<file path="src/hw/rtl/erm_pkg.sv">
// Package for the Euler rotation matrix block: widths, CORDIC constants.
// Depends on nothing.
`timescale 1ns / 1ps
package erm_pkg;
   localparam int ANGLE_BITS_DEF     = 16;
   localparam int COEF_FRAC_BITS_DEF = 14;
   localparam int CORDIC_STEPS_DEF   = 16;
   localparam int FIELD_BITS = 16;
   localparam int WORK_BITS  = 34;   // Q30 values with headroom
   localparam int TABLE_LEN  = 24;
   localparam logic signed [WORK_BITS-1:0] GAIN_Q30 = 34'sd652032874;

   typedef logic signed [WORK_BITS-1:0] work_type;

   typedef struct packed {
      logic [FIELD_BITS-1:0] angle_x;
      logic [FIELD_BITS-1:0] angle_y;
      logic [FIELD_BITS-1:0] angle_z;
   } req_type;

   typedef struct packed {
      logic [FIELD_BITS-1:0] row0_col0;
      logic [FIELD_BITS-1:0] row0_col1;
      logic [FIELD_BITS-1:0] row0_col2;
      logic [FIELD_BITS-1:0] row1_col0;
      logic [FIELD_BITS-1:0] row1_col1;
      logic [FIELD_BITS-1:0] row1_col2;
      logic [FIELD_BITS-1:0] row2_col0;
      logic [FIELD_BITS-1:0] row2_col1;
      logic [FIELD_BITS-1:0] row2_col2;
   } rsp_type;

   // arctangent table, 2^32 per full turn
   function automatic work_type atan_entry(input logic [4:0] idx);
      work_type r;
      begin
         case (idx)
            5'd0:  r = 34'sd536870912;
            5'd1:  r = 34'sd316933406;
            5'd2:  r = 34'sd167458907;
            5'd3:  r = 34'sd85004756;
            5'd4:  r = 34'sd42667331;
            5'd5:  r = 34'sd21354465;
            5'd6:  r = 34'sd10679838;
            5'd7:  r = 34'sd5340245;
            5'd8:  r = 34'sd2670163;
            5'd9:  r = 34'sd1335087;
            5'd10: r = 34'sd667544;
            5'd11: r = 34'sd333772;
            5'd12: r = 34'sd166886;
            5'd13: r = 34'sd83443;
            5'd14: r = 34'sd41722;
            5'd15: r = 34'sd20861;
            5'd16: r = 34'sd10430;
            5'd17: r = 34'sd5215;
            5'd18: r = 34'sd2608;
            5'd19: r = 34'sd1304;
            5'd20: r = 34'sd652;
            5'd21: r = 34'sd326;
            5'd22: r = 34'sd163;
            5'd23: r = 34'sd81;
            default: r = '0;
         endcase
         return r;
      end
   endfunction
endpackage

</file>
<file path="src/hw/rtl/erm_if.sv">
// Valid/ready channel interface carrying one payload.
// Depends on nothing.
`timescale 1ns / 1ps
interface erm_if #(parameter type payload_type = logic) ();
   logic        valid;
   logic        ready;
   payload_type data;
   modport source (output valid, output data, input ready);
   modport sink   (input valid, input data, output ready);
endinterface

</file>
<file path="src/hw/rtl/erm_merge.sv">
// Merging pipeline: products of the lane results and Q1.F rounding.
// Depends on erm_pkg, erm_if.
`timescale 1ns / 1ps
module erm_merge #(
   parameter int COEF_FRAC_BITS = erm_pkg::COEF_FRAC_BITS_DEF
) (
   input  logic              clock,
   input  logic              reset,
   input  logic              start,
   input  erm_pkg::work_type cx, sx, cy, sy, cz, sz,
   output logic              busy,
   erm_if.source             rsp
);
   localparam int SH = 30 - COEF_FRAC_BITS;
   typedef logic signed [2*erm_pkg::WORK_BITS-1:0] wide_type;

   function automatic erm_pkg::work_type qmul(input erm_pkg::work_type a,
                                              input erm_pkg::work_type b);
      wide_type p;
      begin
         p = wide_type'(a) * wide_type'(b);
         return erm_pkg::work_type'(p >>> 30);
      end
   endfunction

   function automatic logic [erm_pkg::FIELD_BITS-1:0] to_coef(input erm_pkg::work_type v);
      erm_pkg::work_type r, one;
      begin
         one = erm_pkg::work_type'(1) <<< COEF_FRAC_BITS;
         r = (v + (erm_pkg::work_type'(1) <<< (SH-1))) >>> SH;
         if (r > one) r = one;
         if (r < -one) r = -one;
         return r[erm_pkg::FIELD_BITS-1:0];
      end
   endfunction

   // stage 1 products, stage 2 second products and sums
   erm_pkg::work_type p_cycz_ff, p_cysz_ff, p_cxsz_ff, p_czsx_ff, p_cxcz_ff;
   erm_pkg::work_type p_sxsy_ff, p_cysx_ff, p_sxsz_ff, p_cxsy_ff, p_cxcy_ff;
   erm_pkg::work_type sy1_ff, sy2_ff, sz1_ff;
   erm_pkg::work_type e_ff [9];
   logic s1_ff, s2_ff, out_valid_ff;
   erm_pkg::rsp_type out_ff;

   always_ff @(posedge clock) begin
      p_cycz_ff <= qmul(cy, cz);  p_cysz_ff <= qmul(cy, sz);
      p_cxsz_ff <= qmul(cx, sz);  p_czsx_ff <= qmul(cz, sx);
      p_cxcz_ff <= qmul(cx, cz);  p_sxsy_ff <= qmul(sx, sy);
      p_cysx_ff <= qmul(cy, sx);  p_sxsz_ff <= qmul(sx, sz);
      p_cxsy_ff <= qmul(cx, sy);  p_cxcy_ff <= qmul(cx, cy);
      sy1_ff <= sy;  sz1_ff <= sz;
      sy2_ff <= sy1_ff;
      e_ff[0] <= p_cycz_ff;
      e_ff[1] <= -p_cysz_ff;
      e_ff[2] <= sy1_ff;
      e_ff[3] <= p_cxsz_ff + qmul(p_czsx_ff, sy1_ff);
      e_ff[4] <= p_cxcz_ff - qmul(p_sxsy_ff, sz1_ff);
      e_ff[5] <= -p_cysx_ff;
      e_ff[6] <= p_sxsz_ff - qmul(p_cxcz_ff, sy1_ff);
      e_ff[7] <= qmul(p_cxsy_ff, sz1_ff) + p_czsx_ff;
      e_ff[8] <= p_cxcy_ff;
      if (s2_ff) begin
         out_ff <= '{to_coef(e_ff[0]), to_coef(e_ff[1]), to_coef(e_ff[2]),
                     to_coef(e_ff[3]), to_coef(e_ff[4]), to_coef(e_ff[5]),
                     to_coef(e_ff[6]), to_coef(e_ff[7]), to_coef(e_ff[8])};
      end
      if (reset) begin
         s1_ff <= 1'b0;  s2_ff <= 1'b0;  out_valid_ff <= 1'b0;
      end else begin
         s1_ff <= start;
         s2_ff <= s1_ff;
         if (s2_ff) out_valid_ff <= 1'b1;
         else if (rsp.ready) out_valid_ff <= 1'b0;
      end
   end

   // output register must be free before a new item may enter
   assign busy      = s1_ff | s2_ff | (out_valid_ff & ~rsp.ready);
   assign rsp.valid = out_valid_ff;
   assign rsp.data  = out_ff;
endmodule

</file>
<file path="src/flat_wrapper.sv">
// flat-port wrapper written by rule: the top's interface ports become plain ports
module erm_merge_flat 
#(
   parameter int COEF_FRAC_BITS = erm_pkg::COEF_FRAC_BITS_DEF
)
  (clock, reset, start, cx, sx, cy, sy, cz, sz, busy, rsp_valid, rsp_data, rsp_ready);
  erm_if rsp_i ();
  input  logic clock;
  input  logic reset;
  input  logic start;
  input  erm_pkg::work_type cx;
  input  erm_pkg::work_type sx;
  input  erm_pkg::work_type cy;
  input  erm_pkg::work_type sy;
  input  erm_pkg::work_type cz;
  input  erm_pkg::work_type sz;
  output logic busy;
  output wire logic [$bits(rsp_i.valid)-1:0] rsp_valid;
  output wire logic [$bits(rsp_i.data)-1:0] rsp_data;
  input wire logic [$bits(rsp_i.ready)-1:0] rsp_ready;
  assign rsp_valid = rsp_i.valid;
  assign rsp_data = rsp_i.data;
  assign rsp_i.ready = rsp_ready;
  erm_merge #(.COEF_FRAC_BITS(COEF_FRAC_BITS)) u_core (.clock(clock), .reset(reset), .start(start), .cx(cx), .sx(sx), .cy(cy), .sy(sy), .cz(cz), .sz(sz), .busy(busy), .rsp(rsp_i));
endmodule
</file>
<file path="config.mk">
export PLATFORM = sky130hd
export DESIGN_NAME = erm_merge_flat
export DESIGN_NICKNAME = d
export VERILOG_FILES = /design/src/hw/rtl/erm_pkg.sv /design/src/hw/rtl/erm_if.sv /design/src/hw/rtl/erm_merge.sv /design/src/flat_wrapper.sv
export SDC_FILE = /design/constraint.sdc
export NUM_CORES = 2
export LEC_CHECK = 0
export ABC_CLOCK_PERIOD_IN_PS = 18500
export BUFFER_PORTS_ARGS = -buffer_cell sky130_fd_sc_hd__buf_2
export CAP_MARGIN = 20
export CORE_MARGIN = 3
export CORE_UTILIZATION = 46
export DETAILED_ROUTE_END_ITERATION = 12
export HOLD_SLACK_MARGIN = 0.08
export PLACE_DENSITY = 0.72
export RECOVER_POWER = 100
export SLEW_MARGIN = 20
export SYNTH_ARGS = -nofsm -noshare
export SYNTH_HDL_FRONTEND = slang
export SYNTH_SLANG_ARGS = --single-unit
</file>
<file path="constraint.sdc">
create_clock -name clock -period 18.5 [get_ports clock]
set_input_delay 0.925 -clock clock [delete_from_list [all_inputs] [get_ports clock]]
set_output_delay 0.925 -clock clock [all_outputs]
set_load 0.01 [all_outputs]
</file>
---- Yosys cells after proc, flatten, opt, wreduce, memory -nomap -nowiden ----
Memories as Yosys holds them, arrays and structs flattened.
Cells that the tools add are included.
storage, ports and cells
  bits in registers ....................... 412
  latch bits .............................. 0
  RAM bits ................................ 306
  ROM bits ................................ 0
  output and inout port bits .............. 3
  word-level logic and storage cells ...... 49
  memories kept ........................... 1
memories
  name         words  width  read ports  clocked after memory_dff  wr ports  RTL line         RTL
  u_core.e_ff  9      34     1           0                         9         erm_merge.sv:41  erm_pkg::work_type e_ff [9];
operators by class
  $add $sub $neg .......................... 7
  multipliers ............................. 14
  divide/modulo/power cells ............... 0
  magnitude comparators ................... 2
  equal/unequal tests ..................... 0
  shift-type cells ........................ 0
  multiplexer cells ....................... 4
  bitwise gates (word level) .............. 4
  reduce and logical (&&, ||, !) cells .... 1
operator list
  cell                    number
  $mul 34x34->64          14
  $add 34x34->34          2
  $mux 34                 2
  $neg 34->34             2
  $sub 34x34->34          2
  $add 34x17->34 const B  1
  $lt 34x15->1 const B    1
  $gt 18x16->1 const B    1
  $mux 1                  2
  $or 1x1->1              2
  $reduce_bool 2->1       1
  $and 1x1->1             1
  $not 1->1               1

---- Depth between registers and ports, before layout ----
  depth in word-level cells ............... 5
  mapped depth ............................ 29

---- Worst setup path after synthesis ----
No wires, ideal clock.
  path type ............................... input-to-reg
  start ................................... in cx[33]
  end ..................................... reg u_core.p_cxcy_ff[32]
  setup time .............................. 0.119 ns
  arrival ................................. 7.946 ns
  data required time ...................... 18.381 ns
  path slack .............................. 10.435 ns
  cell stages on the path ................. 23
  buffers on the path ..................... 1
  cell sequence ........................... clkbuf_1 > nand2_1 > inv_1 > fa_1 > fa_1 > fa_1 > inv_1 > fa_1 > inv_1 > fa_1 > fa_1 > fa_1 > fa_1 > ha_1 > a21o_1 > a21o_1 > a21o_1 > a21o_1 > a21oi_1 > o21ai_0 > o21ai_0 > nand2b_1 > xor2_1
between the ends
  cells in the longest elaborated chain, start to end .. 1
ends and longest elaborated chain
  what                  RTL line            RTL
  from (decl)           flat_wrapper.sv:11  input erm_pkg::work_type cx;
  $mul 34x34->64        erm_merge.sv:21     p = wide_type'(a) * wide_type'(b);
  to (signal assigned)  erm_merge.sv:50     p_cxsy_ff <= qmul(cx, sy); p_cxcy_ff <= qmul(cx, cy);
  to (decl)             erm_merge.sv:39     erm_pkg::work_type p_sxsy_ff, p_cysx_ff, p_sxsz_ff, p_cxsy_ff, p_cxcy_ff;
No other way between the ends.
A chain may end at the register's enable or synchronous reset.

---- Final worst setup path ----
  start ................................... in cx[16]
  end ..................................... reg u_core.p_cxcy_ff[30]
The elaborated chain is that of the path after synthesis.

==> impl_metrics.yaml <==
placement:
  post_dp_cell_area_um2: 41300
  place_congestion: 0.878
  port_buffers: 74
  dp_hpwl_mm: 76.3
synth:
  yosysMostFrequentCell: "fa_1"
  synth.avg_cell_area_um2: 9.45
  yosys_warnings: 0
  synth.largest_area_cell: "fa_1"
  synth_seq_area_share: 0.0213
  synth_cells: 4226
  synth.net_count: 5821
  netlist_top_cells_count: "1191 x fa_1, 1179 x inv_1, 600 x and2_1"
  yosysUniqueCellTypes: 53
  ys.flop_type: "dfxtp_1"
  synthTopCellsByArea: "fa_1 60%, inv_1 11%, and2_1 9.4%"
  synth.ff_latch_count: 42
  synth_top_area_frac: 0.597
  synth_area_um2: 39900
  async_flop_share: 0
  synth_edf_count: 1
routing:
  post_drt_via_cell_ratio: 5.33
  drt_first_pass_iters: 6
  num_vias: 28200
  wl_mm: 108
  drcViolationCount: 0
  ant_nets: 0
  post_drt_wl_per_cell_um: 20.4
  drtIter0Drc: 2077
worst_setup_path:
  critical-path-slowest-cell: "clkbuf_1"
  critical_path_class: "in -> reg"
  path_max_fanout: 34
  arrival_ns: 11.63
  end_kind: "flop"
  start_kind: "input port"
  cp_top_family: "adder cells"
  critPathBufInv: 8
  crit_path_max_incr_delay_ns: 1.82
  required_ns: 18.66
  crit_top_cell: "fa_1"
sta:
  tns_ns: 0
  slew_headroom: -0.746
  post-route-period-util: 0.620
  slew_violations: 39
  finClkSkew_ns: 0.00335
  hold_viol: 0
  clock.fmax_mhz: 87.2
  tightest_slew_ns: 2.62
  min_period_ns: 11.47
  grt_setup_unrepaired: "false"
  setup_viol: 0
global_route:
  top_usage_layer: "met2"
  grt_pass1_wl_mm: 175
  use_met3: 0.0413
  grt_max_degree: 36
  grt.total_usage: 0.253
  gr-usage-met2: 0.431
  grt_overflow: 0
  grt_pass1_vias: 32000
  use_met1: 0.320
  antenna_found_initial: 6
final_layout:
  synthToLayoutAreaGrowth_pct: 3.72
  stdcell_area_um2: 41400
  drive_above_1_share: 0.0302
  nNetsFinal: 5735
  final_util: 0.484
worst_hold_path:
  hold_path.class: "reg -> reg"
run:
  maxCapViolations: 2
cts:
  postCtsHoldBufs: 0
  clk_latency_ns: 0.28
  ctsResizeCount: 0
  tritoncts: "built"
  cts_root_buf: "clkbuf_16"
  clk_pin_slew_ns: 0.06
  clockBufferDepth: 2
  clock_tree.htree_level_count: 2
  cts-buffers-inserted: 5
  post-cts-setup-buffer-count: 0
  clkSinkCount: 42
status:
  status: "finished with violations"
  violations: "capacitance limit, slew limit"
die:
  die_x_um: 301
  initial_utilization: 0.467
  pin_count: 211
  dieArea_um2: 90300
  std_cell_rows: 107
  die_h_um: 301
  core_um2: 85500
## cells in the final DEF, fill, tap and decap left out, drive strengths merged, types with 5 or more instances in the layout
| cell | instances |
|---|---|
| ha | 196 |
| nand2b | 9 |
| fa | 1191 |
| o21bai | 5 |
| clkbuf | 12 |
| and2 | 600 |
| diode | 8 |
| xor2 | 10 |
| xnor2 | 41 |
| nand3 | 17 |
| inv | 1179 |
| nor2 | 38 |
| dfxtp | 41 |
| buf | 112 |
| a21oi | 35 |
| nor3 | 6 |
| nand4 | 10 |
| o21ai | 15 |
| a21o | 19 |
| nand2 | 540 |
| and3 | 12 |
## final timing paths
kind                             start                   end  slack (ns)  cells past startpoint
setup / recovery                cx[16]  u_core.p_cxcy_ff[30]        7.03                     27
hold reg to reg   u_core.p_cxcy_ff[25]    u_core.e_ff[8][25]        0.32                      0
setup reg to reg    u_core.e_ff[8][15]       u_core.rsp.data       16.01                     10
hold / removal    u_core.p_cxcy_ff[25]    u_core.e_ff[8][25]        0.32                      0
## flip-flops by register name, summed over array words and instances (netlist names)
signal,cells
u_core.rsp.data,1
u_core.e_ff,19
u_core.rsp.valid,1
u_core.p_cxcy_ff,19
u_core.s1_ff,1
u_core.s2_ff,1
## logic make-up after synthesis
logic type | count (synthesis) | synth area share
and+or+nand+nor | 1247 | 0.159
buffers and inverters | 1390 | 0.131
xor gates and xnor gates | 51 | 0.0112
AOI/OAI and AO/OA | 107 | 0.0183
muxes | 2 | 0.000502
DFF | 42 | 0.0213
adders and majority gates | 1387 | 0.659
## through the flow
stage                     std cells  setup slack, ns  hold WS [ns]
final                          5293             7.03         0.323
after global routing           5285             6.59         0.331
after CTS                      5285             9.18         0.326
after detailed placement       5277             8.96         0.312
after global placement         5277             8.99         0.311
after floorplan                4226            10.44         0.310
## worst reg2reg max path, stage by stage (launching register included)
cell	delay (ns)
dfxtp_1	0.35
ha_1	0.22
nand2_1	0.12
nor4_1	0.38
and3_1	0.33
nand2_1	0.07
a21oi_1	0.14
a41oi_1	0.06
nor4_1	0.36
o22ai_1	0.12
a21boi_0	0.18
## cell type report
type | count | area [um^2]
fill | 7922 | 44100
multi-input combinational | 2794 | 33800
inverter | 1180 | 4430
tap | 1144 | 1430
sequential | 42 | 851
timing repair buffer | 117 | 687
clock buffer | 7 | 154
antenna | 8 | 20.0
clock inverter | 1 | 7.51
## routing by layer
| metal | vias up | share of wire |
|---|---|---|
| met5 | - | 0 |
| met4 | 0 | 0.050 |
| met3 | 385 | 0.092 |
| met2 | 1470 | 0.49 |
| met1 | 14800 | 0.37 |
| li1 | 11600 | - |
Power is not shown: default switching activity piles up to over one toggle a cycle in this logic, so the estimate is an artifact.
