`config.mk`:
```
export PLATFORM = sky130hd
export DESIGN_NAME = erm_cordic_lane
export DESIGN_NICKNAME = d
export VERILOG_FILES = /design/src/hw/rtl/erm_pkg.sv /design/src/hw/rtl/erm_cordic_lane.sv
export SDC_FILE = /design/constraint.sdc
export NUM_CORES = 1
export LEC_CHECK = 0
export CAP_MARGIN = 40
export CORE_ASPECT_RATIO = 0.9
export CORE_MARGIN = 10
export CORE_UTILIZATION = 40
export CTS_CLUSTER_DIAMETER = 30
export CTS_CLUSTER_SIZE = 20
export DETAILED_ROUTE_END_ITERATION = 8
export DONT_BUFFER_PORTS = 1
export PLACE_DENSITY = 0.67
export REMOVE_ABC_BUFFERS = 1
export SYNTH_ARGS = -nofsm -noshare
export SYNTH_HDL_FRONTEND = slang
export SYNTH_SLANG_ARGS = --single-unit
export TNS_END_PERCENT = 10
```
`constraint.sdc`:
```
create_clock -name clock -period 7.4 [get_ports clock]
set_input_delay 1.48 -clock clock [delete_from_list [all_inputs] [get_ports clock]]
set_output_delay 1.48 -clock clock [all_outputs]
set_load 0.02 [all_outputs]
```
`src/hw/rtl/erm_pkg.sv`:
```
// Package for the Euler rotation matrix block: widths, CORDIC constants.
// Depends on nothing.
`timescale 1ns / 1ps
package erm_pkg;
   localparam int ANGLE_BITS_DEF     = 16;
   localparam int COEF_FRAC_BITS_DEF = 14;
   localparam int CORDIC_STEPS_DEF   = 16;
   localparam int FIELD_BITS = 16;
   localparam int WORK_BITS  = 34;   // Q30 values with headroom
   localparam int TABLE_LEN  = 24;
   localparam logic signed [WORK_BITS-1:0] GAIN_Q30 = 34'sd652032874;

   typedef logic signed [WORK_BITS-1:0] work_type;

   typedef struct packed {
      logic [FIELD_BITS-1:0] angle_x;
      logic [FIELD_BITS-1:0] angle_y;
      logic [FIELD_BITS-1:0] angle_z;
   } req_type;

   typedef struct packed {
      logic [FIELD_BITS-1:0] row0_col0;
      logic [FIELD_BITS-1:0] row0_col1;
      logic [FIELD_BITS-1:0] row0_col2;
      logic [FIELD_BITS-1:0] row1_col0;
      logic [FIELD_BITS-1:0] row1_col1;
      logic [FIELD_BITS-1:0] row1_col2;
      logic [FIELD_BITS-1:0] row2_col0;
      logic [FIELD_BITS-1:0] row2_col1;
      logic [FIELD_BITS-1:0] row2_col2;
   } rsp_type;

   // arctangent table, 2^32 per full turn
   function automatic work_type atan_entry(input logic [4:0] idx);
      work_type r;
      begin
         case (idx)
            5'd0:  r = 34'sd536870912;
            5'd1:  r = 34'sd316933406;
            5'd2:  r = 34'sd167458907;
            5'd3:  r = 34'sd85004756;
            5'd4:  r = 34'sd42667331;
            5'd5:  r = 34'sd21354465;
            5'd6:  r = 34'sd10679838;
            5'd7:  r = 34'sd5340245;
            5'd8:  r = 34'sd2670163;
            5'd9:  r = 34'sd1335087;
            5'd10: r = 34'sd667544;
            5'd11: r = 34'sd333772;
            5'd12: r = 34'sd166886;
            5'd13: r = 34'sd83443;
            5'd14: r = 34'sd41722;
            5'd15: r = 34'sd20861;
            5'd16: r = 34'sd10430;
            5'd17: r = 34'sd5215;
            5'd18: r = 34'sd2608;
            5'd19: r = 34'sd1304;
            5'd20: r = 34'sd652;
            5'd21: r = 34'sd326;
            5'd22: r = 34'sd163;
            5'd23: r = 34'sd81;
            default: r = '0;
         endcase
         return r;
      end
   endfunction
endpackage

```
`src/hw/rtl/erm_cordic_lane.sv`:
```
// One iterative CORDIC lane: cosine and sine of a binary angle in Q30.
// Depends on erm_pkg.
`timescale 1ns / 1ps
module erm_cordic_lane #(
   parameter int ANGLE_BITS   = erm_pkg::ANGLE_BITS_DEF,
   parameter int CORDIC_STEPS = erm_pkg::CORDIC_STEPS_DEF
) (
   input  logic                  clock,
   input  logic                  load,
   input  logic [ANGLE_BITS-1:0] angle,
   input  logic [4:0]            step,
   input  logic                  last,
   output erm_pkg::work_type     cos_out,
   output erm_pkg::work_type     sin_out
);
   localparam int STEPS = (CORDIC_STEPS < erm_pkg::TABLE_LEN) ? CORDIC_STEPS
                                                              : erm_pkg::TABLE_LEN;
   erm_pkg::work_type x_ff, y_ff, z_ff, x_in, y_in, z_in;
   logic flip_ff, flip_in;
   logic [31:0] phase, phase2;

   // quadrant fold on load, one micro-rotation per cycle after
   always_comb begin
      phase   = 32'({angle, {(32-ANGLE_BITS){1'b0}}});
      flip_in = flip_ff;
      x_in = x_ff;
      y_in = y_ff;
      z_in = z_ff;
      phase2 = phase + 32'h8000_0000;
      if (load) begin
         flip_in = phase[31] ^ phase[30];
         x_in = erm_pkg::GAIN_Q30;
         y_in = '0;
         z_in = flip_in ? erm_pkg::work_type'(signed'(phase2))
                        : erm_pkg::work_type'(signed'(phase));
      end else if ({27'd0, step} < STEPS) begin
         if (!z_ff[erm_pkg::WORK_BITS-1]) begin
            x_in = x_ff - (y_ff >>> step);
            y_in = y_ff + (x_ff >>> step);
            z_in = z_ff - erm_pkg::atan_entry(step);
         end else begin
            x_in = x_ff + (y_ff >>> step);
            y_in = y_ff - (x_ff >>> step);
            z_in = z_ff + erm_pkg::atan_entry(step);
         end
      end
   end

   always_ff @(posedge clock) begin
      x_ff <= x_in;
      y_ff <= y_in;
      z_ff <= z_in;
      flip_ff <= flip_in;
      if (last) begin
         cos_out <= flip_ff ? -x_ff : x_ff;
         sin_out <= flip_ff ? -y_ff : y_ff;
      end
   end
endmodule

```
Yosys cells after proc, flatten, opt, wreduce, memory -nomap -nowiden
Memories as Yosys holds them, arrays and structs flattened.
Index checks and enable logic that the tools add are counted.
- bits in registers: 171
- memories kept: 2
- word-level logic and storage cells: 36
- input port bits: 24
- memory bits (read-only): 1920
- output and inout bits: 68
- magnitude comparators: 1
- mux-type cells: 14
- bitwise operators: 1
- shifts and indexed selects: 2
- reduce and logical (&&, ||, !) cells: 1
- add/subtract/negate cells: 9
- memories (name ; words ; width ; read ports ; clocked after memory_dff ; wr ports ; line ; source):
    (name not given) ; 32 ; 30 ; 1 ; 0 ; 0 ; erm_pkg.sv:37 ; case (idx)
    (name not given) ; 32 ; 30 ; 1 ; 0 ; 0 ; erm_pkg.sv:37 ;
- operator list (kind ; number):
    $mux W34 ; 14
    $add A34 B34 Y34 ; 3
    $sub A34 B34 Y34 ; 3
    $neg A34 Y34 ; 2
    $sshr A34 B5 Y34 ; 2
    $add A32 B32 Y32 const B ; 1
    $lt A5 B5 Y1 const B ; 1
    $reduce_bool A2 Y1 ; 1
    $xor A1 B1 Y1 ; 1

Depth between registers and ports, before layout
Gate-level depths: netlist of run 1.
An unclocked memory read counts as a cell.
- depth after elaboration: 8
- mapped depth: 28
- gate-level depth less buffers: 23

Worst setup path after synthesis of run 1
Ideal clock, no wire load.
- path type: input -> register
- from: input port step[1]
- to: register z_ff[26], data pin
- stages on the path: 25
- buffers on the path: 4
- slack: 0.188 ns
- arrival time: 6.941 ns
- cell sequence: clkbuf_1 -> inv_1 -> buf_2 -> buf_1 -> ha_1 -> buf_1 -> nand2b_1 -> and2_1 -> o32ai_1 -> nor3_1 -> and3_1 -> and3_1 -> nor2_1 -> xnor2_1 -> ha_1 -> a21o_1 -> a21o_1 -> a21o_1 -> a21oi_1 -> o211ai_1 -> a311oi_1 -> nor3_1 -> o31a_1 -> o2111ai_1 -> or3b_2
- word-level cells in the longest chain between the ends: 8
- elaborated cells between the ends (all ways): 13
- classes of those cells: 2 x add/sub; 9 x mux; 2 x memory
- RTL lines (item ; line ; source):
    from (decl) ; erm_cordic_lane.sv:11 ; input logic [4:0] step,
    $mem_v2 Z32 W30 ; n/a ;
    $mux W34 ; erm_cordic_lane.sv:37 ; if (!z_ff[erm_pkg::WORK_BITS-1]) begin
    $mux W34 ; erm_cordic_lane.sv:36 ; end else if ({27'd0, step} < STEPS) begin
    $mux W34 ; erm_cordic_lane.sv:30 ; if (load) begin
    $sub A34 B34 Y34 / $add A34 B34 Y34 (equally long branches) ; erm_cordic_lane.sv:40, erm_cordic_lane.sv:44 ;
    $mux W34 * ; erm_cordic_lane.sv:37 ;
    $mux W34 * ; erm_cordic_lane.sv:36 ;
    $mux W34 * ; erm_cordic_lane.sv:30 ;
    via z_in[26] ; erm_cordic_lane.sv:18 ; erm_pkg::work_type x_ff, y_ff, z_ff, x_in, y_in, z_in;
    to (signal assigned) ; erm_cordic_lane.sv:52 ; z_ff <= z_in;
    to (decl) ; erm_cordic_lane.sv:18 ;
The timed path passes the listed nets; every way through them passes the cells marked *. The select of a mux whose other input is x is not followed.
A chain may end at the register's enable or synchronous reset.

Worst setup path in the final report of run 1
- from: input port step[0]
- to: register x_ff[33]
- word-level cells in the longest chain between the ends: 3
- elaborated cells between the ends (all ways): 5
- classes of those cells: 2 x add/sub; 1 x order compare; 1 x shift; 1 x mux
- RTL lines (item ; line ; source):
    $sshr A34 B5 Y34 ; erm_cordic_lane.sv:38, erm_cordic_lane.sv:42 ;
    $sub A34 B34 Y34 / $add A34 B34 Y34 (equally long branches) ; erm_cordic_lane.sv:38, erm_cordic_lane.sv:42 ;
    $mux W34 ; erm_cordic_lane.sv:37 ;
    to (signal assigned) ; erm_cordic_lane.sv:50 ; x_ff <= x_in;
    to (decl) ; erm_cordic_lane.sv:18 ;
Several ways; a longest one is shown, not always the timed one.

==> results of run 1 <==
[cell usage in the layout (no fill, tap or decap), types with 26 or more instances in the layout]
cell type	count
a21oi_1	193
ha_1	112
nor2_1	177
o21ai_0	119
nand3_1	29
edfxtp_1	103
and3_1	28
nand2_1	244
o21a_1	28
xor2_1	65
xnor2_1	159
nor3_1	34
a31oi_1	36
mux2i_1	88
inv_1	53
mux4_2	83
dfxtp_1	68
o31ai_1	26
a21o_1	50
buf_4	49
[metal layers]
| metal | vias to the layer above | GRT usage [%] | share of wire [%] |
|---|---|---|---|
| met2 | 764 | 35.4 | 46 |
| met1 | 8807 | 29.8 | 44 |
| met3 | 110 | 4.35 | 7.6 |
| li1 | 8364 | - | - |
| met4 | 0 | 7.64 | 2.8 |
| met5 | - | 0 | 0 |
[report_power, final]
group | switching, mW | total [mW] | internal (mW) | leakage (nW)
Combinational | 3.74 | 6.77 | 3.03 | 6.19
Clock | 0.457 | 0.972 | 0.515 | 0.304
Sequential | 0.707 | 2.18 | 1.47 | 1.60
[cell families (layout without fill, tap and decap cells)]
logic type	after synthesis	after routing	share of synthesized area, %
multiplexers	194	194	15.3
flip-flops	171	171	22.7
adder cells (fa/ha/maj)	115	115	7.45
buffers and inverters	241	140	5.12
XOR/XNOR	224	224	10.0
AO/OA/AOI/OAI	683	683	23.1
AND/OR/NAND/NOR	668	668	16.3
[worst register-to-register path: cells and delay by family (launching register included)]
| family | cells | cell delay, ns |
|---|---|---|
| compound gates | 9 | 2.32 |
| xor+xnor | 1 | 0.21 |
| fa+ha+maj | 1 | 0.37 |
| flops | 1 | 0.50 |
| mux | 2 | 0.96 |
| simple gates | 7 | 1.82 |
[flip-flops by register name (all words and copies together) (netlist names)]
signal,cells
cos_out,34
flip_ff,1
sin_out,34
x_ff,34
y_ff,34
z_ff,34
[worst paths after layout]
kind | start | endpoint | slack, ns | cells after the start
hold / removal | y_ff[0]$_SDFFE_PP0N_ | sin_out[0]$_DFFE_PP_ | 0.54 | 0
hold reg to reg | y_ff[0]$_SDFFE_PP0N_ | sin_out[0]$_DFFE_PP_ | 0.54 | 0
setup / recovery | step[0] | x_ff[33]$_SDFFE_PP0N_ | 0.46 | 20
setup reg to reg | y_ff[27]$_SDFFE_PP0N_ | x_ff[33]$_SDFFE_PP0N_ | 1.10 | 20
[per-stage QoR]
step / util [%] / total power [mW] / instance area (sq um) / instances / hold WS [ns]
4_1_cts: 42.8 / 9.87 / 20600 / 2819 / 0.543
6_report: 42.8 / 9.92 / 20600 / 2819 / 0.543
3_3_place_gp: 41.5 / 8.71 / 20000 / 2786 / 0.519
5_1_grt: 42.8 / 10.8 / 20600 / 2819 / 0.562
3_5_place_dp: 41.5 / 8.83 / 20000 / 2787 / 0.535
2_1_floorplan: - / 7.20 / 18800 / 2111 / 0.473
[final cells by class]
cell class / count / area (sq um) / share of cell area, %
Sequential cell: 171 / 4450 / 21.6
Tap cell: 624 / 781 / 3.78
Inverter: 56 / 210 / 1.02
Clock inverter: 15 / 191 / 0.928
Timing Repair Buffer: 52 / 423 / 2.05
Clock buffer: 17 / 425 / 2.06
Multi-Input combinational cell: 1884 / 14100 / 68.6
==> out/results.tsv, run 1 <==
stage	metric	value	unit
yosys	top-count cell post-synth	nand2_1	
detailed_routing	First DRT Iteration DRCs	1644	
yosys	Synth Cell Area	19600	sq um
sta	maximum clock rate	0.144	GHz
floorplanning	Die Y	230	um
setup_path	CP required	7.77	ns
pwr	Pleak	8.10	nW
setup_path	CP Class	input pin to register	
final_layout	post-layout net count	2321	
placement	IO buf count	0	
setup_path	CP delay by family, top	compound AO/OA/AOI/OAI gates	
yosys	Mean Syn Cell Area	8.54	sq um
floorplanning	die width	253	um
setup_path	Worst path max stage delay	0.49	ns
detailed_routing	drt via density	6.40	
final_layout	Fill cells	4769	
sta	Fin. Hold Viols	0	
detailed_routing	1st-pass router iterations	5	
pwr	Power Density	481	nW/um^2
placement	pre-CTS setup slack	0.122	ns
clocking	hold buffers post-CTS	0	
sta	skew final	0.0171	ns
run_status	outcome	finished clean	
clocking	Worst-path clk slew	0.07	ns
detailed_routing	drt total wl	66100	um
sta	min cycle time layout	6.94	ns
clocking	# clock sinks	171	
final_layout	area delta synth->final	5.24	%
yosys	sequential area share after synthesis	22.7	%
yosys	Yosys reg bits	171	
grt	Overall Global Routing Usage	22.3	%
setup_path	startpoint types	input pin	
clocking	H-tree level count	4	
yosys	Post-synth EDFFs	103	
sta	RSZ-0062 raised after global routing	false	
setup_path	crit path capture type	register	
setup_path	Crit path buffers/inverters	1	
clocking	Root Driver	clkbuf_16	
setup_path	Slowest-stage cell, CP	mux4_2	
floorplanning	DIE AREA	58300	sq um
yosys	largest cells by area after synthesis	edfxtp_1 (16%), mux4_2 (9.5%), ha_1 (7.1%)	
detailed_routing	DRC	0	
detailed_routing	routed len/inst	23.4	um
sta	setup_tns	0	ns
yosys	top post-synthesis cells by count	nand2_1 (244), a21oi_1 (193), nor2_1 (177)	
pwr	Peak VDD IR	0.000225	V
yosys	async set-reset flop share out of synthesis	0	%
placement	dpl hpwl	47900	um
floorplanning	Ports	92	
grt	initial antenna violation count	0	
clocking	CTS resizes	0	
clocking	CTS buffer count	17	
floorplanning	CORE AREA	48200	sq um
grt	gr ovfl total	0	
yosys	ys flop type	edfxtp_1	
floorplanning	Rows	76	
sta	endpoints failing setup	0	
grt	vias in the first global route	17100	
setup_path	CP cell instances	clkinv_1 -> mux4_2 -> o221ai_1 -> a211oi_1 -> nand3_1 -> nor3_2 -> a41oi_1 -> o21bai_1 -> xor2_1 -> ha_1 -> a21oi_1 -> o21a_1 -> o211ai_1 -> or4_1 -> and3_1 -> a211o_1 -> a41oi_1 -> and2_1 -> a41o_1 -> mux2_1	
clocking	Post CTS Setup Buffer Count	0	
clocking	clk buf depth	2	
sta	Slew Viols, Final	0	
yosys	Yosys warning count	0	
detailed_routing	routed via count	18000	
sta	Final period util	93.8	%
sta	max_slew headroom	32.7	%
grt	largest net degree at the start of global routing	172	
sta	pin slew with the least headroom to its limit	1.01	ns
flow_run	max_cap viols	0	
yosys	Synth cell types	94	
detailed_routing	Post-DRT Antenna Nets	0	
clocking	clock latency on the worst-skew pair	0.50	ns
floorplanning	Starting Density	40.7	%
setup_path	worst-path maximum fanout	126	
sta	Setup WS post-layout	0.458	ns
grt	first-pass GRT wire length	102000	um
setup_path	crit path DAT	7.32	ns
setup_path	most used cell, CP	a41oi_1	
clocking	CTS tree	yes	
yosys	Mapped Cells	2296	
final_layout	antenna diode count	0	
placement	Routability Congestion	0.977	
yosys	share of the synthesized area in the top cell type	15.8	%
final_layout	layout cells sized above 1	10.7	%
min_path	HP Class	register to register	
yosys	Synth area leader	edfxtp_1	
(Power assumes the default switching activity.)
==> run 2, diff against run 1 <==
--- a/config.mk
+++ b/config.mk
@@ -6,14 +6,13 @@
 export NUM_CORES = 1
 export LEC_CHECK = 0
 export CAP_MARGIN = 40
-export CORE_ASPECT_RATIO = 0.9
 export CORE_MARGIN = 10
 export CORE_UTILIZATION = 40
 export CTS_CLUSTER_DIAMETER = 30
 export CTS_CLUSTER_SIZE = 20
 export DETAILED_ROUTE_END_ITERATION = 8
 export DONT_BUFFER_PORTS = 1
-export PLACE_DENSITY = 0.67
+export PLACE_DENSITY = 0.63
 export REMOVE_ABC_BUFFERS = 1
 export SYNTH_ARGS = -nofsm -noshare
 export SYNTH_HDL_FRONTEND = slang
==> constraint.sdc (replaced) <==
create_clock -name clock -period 7.4 [get_ports clock]
set_input_delay 1.48 -clock clock [delete_from_list [all_inputs] [get_ports clock]]
set_output_delay 1.48 -clock clock [all_outputs]
set_load 0.01 [all_outputs]
==> run 2 against run 1 <==
Compared with the run above:
- non-clock buffer count is 1 higher
- register-to-register slack better by 0.08 ns
- final cell count is 1.5% higher
- wire length is 1.2% lower
- clock skew is 0.0020 ns lower
- hold slack worse by 0.0065 ns
==> out/results.tsv, run 2 (synthesized netlist as in run 1, its figures left out) <==
stage	metric	value	unit	change
final_layout	register area	4450	sq um	unchanged
clocking	CTS buffer count	17		unchanged
placement	IO buf count	0		unchanged
pwr	combinational power share	68.8	%	+0.6 points
final_layout	commonest non-fill, non-tap cells in the layout	nand2_1 (244), a21oi_1 (193), nor2_1 (177)		
floorplanning	CORE AREA	48700	sq um	+1.1%
final_layout	post-layout net count	2322		+0.043%
final_layout	area delta synth->final	5.23	%	about the same
min_path	HP Class	register to register		
clocking	# clock sinks	171		unchanged
clocking	CTS resizes	0		unchanged
sta	pin slew with the least headroom to its limit	0.880	ns	-0.127 ns
grt	initial antenna violation count	0		unchanged
clocking	CTS tree	yes		
final_layout	area of the multi-input gates	14100	sq um	unchanged
grt	largest net degree at the start of global routing	172		unchanged
sta	RSZ-0062 raised after global routing	false		
setup_path	CP Class	input pin to register		
final_layout	layout cells sized above 1	10.7	%	+0.041 points
clocking	H-tree level count	4		unchanged
pwr	Pwr Total	9.70	mW	-2.2%
floorplanning	Starting Density	40.2	%	-0.45 points
grt	vias in the first global route	16700		-2.7%
setup_path	worst-path maximum fanout	83		-34%
setup_path	startpoint types	input pin		
floorplanning	Rows	81		+6.6%
final_layout	antenna diode count	0		unchanged
pwr	Pleak	8.07	nW	-0.37%
pwr	Seq pwr share	21.8	%	-0.2 points
pwr	P_sw	4.76	mW	-2.9%
floorplanning	die width	241	um	-4.7%
grt	first-pass GRT wire length	100000	um	-1.9%
sta	min cycle time layout	6.96	ns	+0.0219 ns
detailed_routing	drt total wl	65300	um	-1.2%
clocking	clk buf depth	2		unchanged
pwr	sw frac	49.1	%	-0.32 points
detailed_routing	routed via count	17700		-2.0%
detailed_routing	1st-pass router iterations	6		+1
final_layout	commonest non-fill, non-tap cell in the layout	nand2_1		
run_status	outcome	finished clean		
floorplanning	Ports	92		unchanged
clocking	Worst-path clk slew	0.07	ns	about the same
final_layout	Fill cells	4796		+0.57%
setup_path	CP required	7.78	ns	about the same
clocking	clock latency on the worst-skew pair	0.51	ns	about the same
pwr	Clock Power Share	9.4	%	-0.4 points
grt	Overall Global Routing Usage	22.2	%	-0.17 points
clocking	hold buffers post-CTS	0		unchanged
detailed_routing	DRC	0		unchanged
placement	Routability Congestion	0.968		-0.99%
detailed_routing	drt via density	6.18		-3.4%
pwr	Power Density	470	nW/um^2	-2.2%
setup_path	crit path capture type	register		
floorplanning	DIE AREA	58300	sq um	about the same
placement	dpl hpwl	47700	um	-0.53%
sta	maximum clock rate	0.144	GHz	-0.31%
sta	skew final	0.0151	ns	-0.00200 ns
sta	endpoints failing setup	0		unchanged
flow_run	max_cap viols	0		unchanged
sta	max_slew headroom	41.2	%	+8.6 points
sta	Final period util	94.1	%	+0.30 points
clocking	Post CTS Setup Buffer Count	0		unchanged
sta	setup_tns	0	ns	unchanged
pwr	Peak VDD IR	0.000270	V	+20%
pwr	Power Internal	4.93	mW	-1.6%
detailed_routing	routed len/inst	22.8	um	-2.6%
sta	Fin. Hold Viols	0		unchanged
detailed_routing	Post-DRT Antenna Nets	0		unchanged
floorplanning	Die Y	241	um	+4.9%
sta	Slew Viols, Final	0		unchanged
setup_path	crit path DAT	7.35	ns	+0.03 ns
grt	gr ovfl total	0		unchanged
clocking	Root Driver	clkbuf_16		
detailed_routing	First DRT Iteration DRCs	1981		+20%
[run 2: changes by cell type in the layout (fill, tap and decap cells not counted)]
cell / change
inv_8: +2
buf_12: -1
inv_1: -1
clkinv_4: +1
clkinv_8: -1
buf_4: +2
clkinvlp_4: +2
inv_6: -2
clkinv_1: +1
bufinv_16: -2
[run 2: final timing paths]
kind                               from               endpoint  slack [ns]  cells after the start
hold reg to reg    y_ff[0]$_SDFFE_PP0N_   sin_out[0]$_DFFE_PP_        0.54                      0
setup / recovery                step[1]  y_ff[29]$_SDFFE_PP0N_        0.44                     20
setup reg to reg  x_ff[29]$_SDFFE_PP1N_  y_ff[29]$_SDFFE_PP0N_        1.18                     18
hold / removal     y_ff[0]$_SDFFE_PP0N_   sin_out[0]$_DFFE_PP_        0.54                      0
[run 2: power groups by stage]
stage | clock network, mW | logic [mW] | registers [mW]
after floorplan | 0 | 5.21 | 1.90
after global placement | 0 | 6.48 | 2.13
after detailed placement | 0 | 6.57 | 2.13
after CTS | 0.937 | 6.62 | 2.11
after global routing | 0.975 | 7.42 | 2.16
final | 0.908 | 6.67 | 2.12
[run 2: worst max-delay path: stages]
cell and delay [ns]:
inv_1 0.30, buf_4 0.23, buf_4 0.29, mux2i_1 0.58, o22ai_1 0.18, a211oi_2 0.31
nand3b_1 0.32, nor3_1 0.49, nand3_1 0.13, nand2_1 0.18, xor2_1 0.18, ha_1 0.32
a21o_1 0.20, a2111oi_0 0.57, o211a_1 0.29, nor2_1 0.11, a221o_1 0.38, a211oi_1 0.26
o21bai_1 0.12, a2111oi_0 0.33
[run 2: cell type report]
cell class | instances | area share [%]
Timing Repair Buffer | 53 | 2.03
Sequential cell | 171 | 21.6
Inverter | 56 | 1.02
Clock inverter | 15 | 0.698
Multi-Input combinational cell | 1884 | 68.6
Tap cell | 664 | 4.03
Clock buffer | 17 | 2.06
[run 2: per-stage QoR]
stage | hold WS (ns) | worst slack, ns | utilization (%) | std cells | area (sq um)
after floorplan | 0.473 | 0.352 | - | 2111 | 18800
after global placement | 0.503 | 0.173 | 41.1 | 2826 | 20000
after detailed placement | 0.524 | 0.108 | 41.1 | 2828 | 20100
after CTS | 0.538 | 0.646 | 42.3 | 2860 | 20600
after global routing | 0.550 | 0.102 | 42.3 | 2860 | 20600
final | 0.537 | 0.436 | 42.3 | 2860 | 20600
[run 2: metal layers]
layer | global-route usage [%] | routed length [um]
met5 | 0 | 0
met4 | 8.99 | 2340
met3 | 4.16 | 4120
met2 | 35.8 | 30500
met1 | 28.7 | 28300
